## config.mk

```make
export PLATFORM = sky130hd
export DESIGN_NAME = tcd_outbuf_flat
export DESIGN_NICKNAME = d
export VERILOG_FILES = /design/src/rtl/tcd_pkg.sv /design/src/rtl/tcd_if.sv /design/src/rtl/tcd_outbuf.sv /design/src/flat_wrapper.sv
export SDC_FILE = /design/constraint.sdc
export NUM_CORES = 1
export LEC_CHECK = 0
export BUFFER_PORTS_ARGS = -buffer_cell sky130_fd_sc_hd__buf_2
export CAP_MARGIN = 15
export CORE_AREA = 4 4 56 58
export DETAILED_ROUTE_END_ITERATION = 12
export DIE_AREA = 0 0 60 62
export PLACE_DENSITY = 0.54
export SKIP_CTS_REPAIR_TIMING = 1
export SLEW_MARGIN = 15
export SYNTH_ARGS = -nofsm -noshare
export SYNTH_HDL_FRONTEND = slang
export SYNTH_SLANG_ARGS = --single-unit
```

## constraint.sdc

```tcl
create_clock -name clk -period 2.65 [get_ports clk]
set_input_delay 0.265 -clock clk [delete_from_list [all_inputs] [get_ports clk]]
set_output_delay 0.265 -clock clk [all_outputs]
set_load 0.01 [all_outputs]
```

## src/rtl/tcd_pkg.sv

```systemverilog
package tcd_pkg;

  // Field widths
  localparam int PIXEL_W     = 8;
  localparam int CFG_INDEX_W = 2;
  localparam int CFG_DATA_W  = 12;
  localparam int ROW_W       = 12;

  // Register indexes on the config channel
  localparam logic [CFG_INDEX_W-1:0] REG_IMAGE_WIDTH  = 2'd0;
  localparam logic [CFG_INDEX_W-1:0] REG_IMAGE_HEIGHT = 2'd1;
  localparam logic [CFG_INDEX_W-1:0] REG_THRESHOLD    = 2'd2;

  // Register reset values
  localparam int RST_IMAGE_WIDTH  = 640;
  localparam int RST_IMAGE_HEIGHT = 480;
  localparam int RST_THRESHOLD    = 127;

  // Smallest legal frame edge
  localparam int MIN_EDGE = 3;

  // Output levels
  localparam logic [PIXEL_W-1:0] DARK_LEVEL  = 8'd0;
  localparam logic [PIXEL_W-1:0] WHITE_LEVEL = 8'd255;

  // One result word
  typedef struct packed {
    logic [PIXEL_W-1:0] out_pixel;
    logic               frame_last;
  } result_t;

endpackage

```

## src/rtl/tcd_if.sv

```systemverilog


// Result output channel
interface tcd_res_if;
  logic                        valid;
  logic                        ready;
  logic [tcd_pkg::PIXEL_W-1:0] out_pixel;
  logic                        frame_last;

  modport source (output valid, output out_pixel, output frame_last, input ready);
  modport sink   (input valid, input out_pixel, input frame_last, output ready);
endinterface


```

## src/rtl/tcd_outbuf.sv

```systemverilog
// Two-word output buffer: head register plus skid register
module tcd_outbuf (
  input  logic             clk,
  input  logic             rst,
  input  logic             push,
  input  tcd_pkg::result_t push_word,
  output logic             has_room,
  tcd_res_if.source        res
);

  tcd_pkg::result_t head;
  tcd_pkg::result_t skid;
  logic             head_valid;
  logic             skid_valid;
  logic             pop;

  assign pop            = head_valid & res.ready;
  assign has_room       = ~skid_valid;
  assign res.valid      = head_valid;
  assign res.out_pixel  = head.out_pixel;
  assign res.frame_last = head.frame_last;

  // Control
  always_ff @(posedge clk) begin
    if (rst) begin
      head_valid <= 1'b0;
      skid_valid <= 1'b0;
    end else if (pop) begin
      if (skid_valid) begin
        skid_valid <= push;
      end else begin
        head_valid <= push;
      end
    end else if (push) begin
      if (head_valid) begin
        skid_valid <= 1'b1;
      end else begin
        head_valid <= 1'b1;
      end
    end
  end

  // Data
  always_ff @(posedge clk) begin
    if (pop) begin
      if (skid_valid) begin
        head <= skid;
        if (push) begin
          skid <= push_word;
        end
      end else if (push) begin
        head <= push_word;
      end
    end else if (push) begin
      if (head_valid) begin
        skid <= push_word;
      end else begin
        head <= push_word;
      end
    end
  end

endmodule
```

## src/flat_wrapper.sv

```systemverilog
// flat-port wrapper written by rule: the top's interface ports become plain ports
module tcd_outbuf_flat 
  (clk, rst, push, push_word, has_room, res_valid, res_out_pixel, res_frame_last, res_ready);
  tcd_res_if res_i ();
  input  logic clk;
  input  logic rst;
  input  logic push;
  input  tcd_pkg::result_t push_word;
  output logic has_room;
  output wire logic [$bits(res_i.valid)-1:0] res_valid;
  output wire logic [$bits(res_i.out_pixel)-1:0] res_out_pixel;
  output wire logic [$bits(res_i.frame_last)-1:0] res_frame_last;
  input wire logic [$bits(res_i.ready)-1:0] res_ready;
  assign res_valid = res_i.valid;
  assign res_out_pixel = res_i.out_pixel;
  assign res_frame_last = res_i.frame_last;
  assign res_i.ready = res_ready;
  tcd_outbuf u_core (.clk(clk), .rst(rst), .push(push), .push_word(push_word), .has_room(has_room), .res(res_i));
endmodule
```

==> flow_summary.toml <==
[global_route]
grt_pass1_wl_mm = 2.001
grt_usage_pct = 7.649
grt_pass1_vias = 441
grt_max_degree = 12
antenna_found_initial = 0
grt_remaining_overflow = 0

[pwr]
sw_frac_of_total_pct = 21.44
clock_power_share_pct = 25.1
p_comb_share_pct = 9.4
cell_internal_pwr_uw = 441.5
ir_drop_uv = 256.7
power_density_nw_per_um2 = 594.2
power_frac_seq_pct = 65.6
leakagePower_nw = 0.3631
p_sw_uw = 120.5

[floorplan]
core_area_um2 = 2663
die_y_um = 62
start_util_pct = 28.48
die_w_um = 60
dieArea_um2 = 3720
io_pins = 24
placementRows = 19

[clock_network]
htreeDepth = 1
clock-sinks = 20
clk_pin_slew_ns = 0.10
cts_tree = "built"
cts.path.max_buffers = 2
numCtsBuffers = 3
clk_latency_ns = 0.29
cts-root-buf = "clkbuf_4"

[yosys]
synth_fp_nets = 55
ys_seq_area_share_pct = 76.57
ys_seq_elements = 20
synth_top_area_share_pct = 71.29
yosys_warnings = 0
synth_cells = 42
avgSynthCellArea_um2 = 18.05
synth_area_leader_cell = "edfxtp_1"
synth_area_leaders = "edfxtp_1 71%, mux2_2 13%, dfxtp_1 5.3%, a21oi_1 3.3%, nand3_4 2.3%"
synthDistinctLibCells = 9
syn_area_um2 = 758.2

[timing]
fmax_mhz = 618.8
setup_violations = 0
tightest_slew_ns = 0.7410
report.final.slew_viol_count = 0
relSlewSlack_pct = 50.42
tns_ns = 0
hold_viol_final = 0
finalCritPeriodShare_pct = 60.98
period_minus_slack_ns = 1.616
rsz0062_at_grt = "false"
skew_ns = 0.002680

[detailed_routing]
drt-wirelength-per-cell_um = 12.53
drc = 0
drt-vias-per-instance = 4.287
vias = 433
antenna_left = 0
wl_mm = 1.266
drt-initial-drc-count = 6
drtPass1Iterations = 2

[setup_path]
cp.required_ns = 2.58
reg2reg_to = "u_core.skid[3]"
worstSetupStartpointType = "register"
crit_slowest_cell = "nor2_1"
reg2reg_depth = 2
worstPathCellList = "o21ai_0 -> nor2_1"
worst_setup_path_end_kind = "register"
critPathKind = "register to register"
critPathMaxStageDelay_ns = 0.60
arrival_ns = 1.55
path_max_fanout = 9
r2r_start = "u_core.res.valid"
reg2reg_setup_slack_ns = 1.03

[run_status]
status = "completed"

[hold_path]
min_path_cells = 2
min_to = "u_core.res.valid"
worstHoldPathType = "input pin to register"
hold_start = "rst"

[flow_run]
drv_cap = 0

[layout]
final_layout_size_suffix_gt1_share_pct = 54.29
final_cells = 101
area_delta_synth_final_pct = 24.75
n_antenna_cell = 0
final_nets = 84

[placement]
portBuffers = 23
dpl.cell_count = 97
dpl.hpwl_um = 929.9
gp_congestion = 0.6884
## through the flow
step	hold slack (ns)	power, mW	instance area [µm²]	setup WS [ns]	utilization (%)
2_1_floorplan	0.3341	0.4007	758.2	1.196	-
4_1_cts	0.1274	0.5702	945.9	0.9785	35.53
3_5_place_dp	0.4415	0.4298	919.6	1.023	34.54
5_1_grt	0.1198	0.5926	945.9	0.8456	35.53
3_3_place_gp	0.4330	0.4279	919.6	1.120	34.54
6_report	0.1345	0.5620	945.9	1.034	35.53
## cells in the mapped netlist
library cell and n:
a21oi_1 5, inv_1 3, nand3_4 1, o21ba_2 1, dfxtp_1 2, edfxtp_1 18, mux2_2 9, o21ai_0 1
nor2_1 2
## registers in the layout, summed over array words and instances, names as in the netlist
register               count
u_core.res.frame_last      1
u_core.skid_valid          1
u_core.res.out_pixel       8
u_core.res.valid           1
u_core.skid                9
## metal layers
| metal | vias to the layer above | share of wire [%] | global-route usage [%] |
|---|---|---|---|
| met5 | - | 0 | 0 |
| met4 | 0 | 0.87 | 4.747 |
| met3 | 2 | 11 | 2.479 |
| met2 | 17 | 42 | 10.65 |
| met1 | 198 | 46 | 10.26 |
| li1 | 216 | - | - |
## critical path, delay by kind of cell, from the launching register on
family           cells  cell delay [ns]
AND/OR/NAND/NOR      1             0.60
flip-flops           1             0.49
AO/OA/AOI/OAI        1             0.17
## cells in the final DEF (no fill, tap or decap), drive strengths merged, types with 2 or more instances in the layout
master  instances
buf            24
edfxtp         18
mux2            9
a21oi           5
inv             3
clkbuf          3
nor2            2
dfxtp           2
## cells by family (layout without fill, tap and decap cells)
kind of cell | after synthesis | count (layout) | synth area share (%)
compound gates | 7 | 7 | 5.279
flops | 20 | 20 | 76.57
simple gates | 3 | 3 | 3.301
buf+inv | 3 | 31 | 1.485
mux | 9 | 9 | 13.37
## worst max path at each step
stage / endpoint / slack, ns / from
6_report: u_core.skid[3] / 1.03 / u_core.res.valid
5_1_grt: u_core.skid[3] / 0.85 / u_core.res.valid
4_1_cts: u_core.skid[4] / 0.98 / u_core.res.valid
3_5_place_dp: u_core.skid[7] / 1.02 / u_core.res.valid
3_3_place_gp: u_core.skid[2] / 1.12 / u_core.res.valid
2_1_floorplan: u_core.res.frame_last / 1.20 / u_core.res.valid
## layout make-up
type / instances / area (µm²)
sequential: 20 / 580.6
fill: 283 / 1717
multi-input combinational: 19 / 166.4
inverter: 3 / 11.26
timing repair buffer: 24 / 122.6
tap: 31 / 38.79
clock buffer: 3 / 22.52
clock inverter: 1 / 3.754
## power by group through the flow
stage	clock, mW	combinational [mW]	sequential, mW
2_1_floorplan	0	0.0192	0.381
3_3_place_gp	0	0.0530	0.375
3_5_place_dp	0	0.0538	0.376
4_1_cts	0.147	0.0541	0.369
5_1_grt	0.163	0.0590	0.370
6_report	0.141	0.0526	0.368
Power figures use the tool's default switching activity.
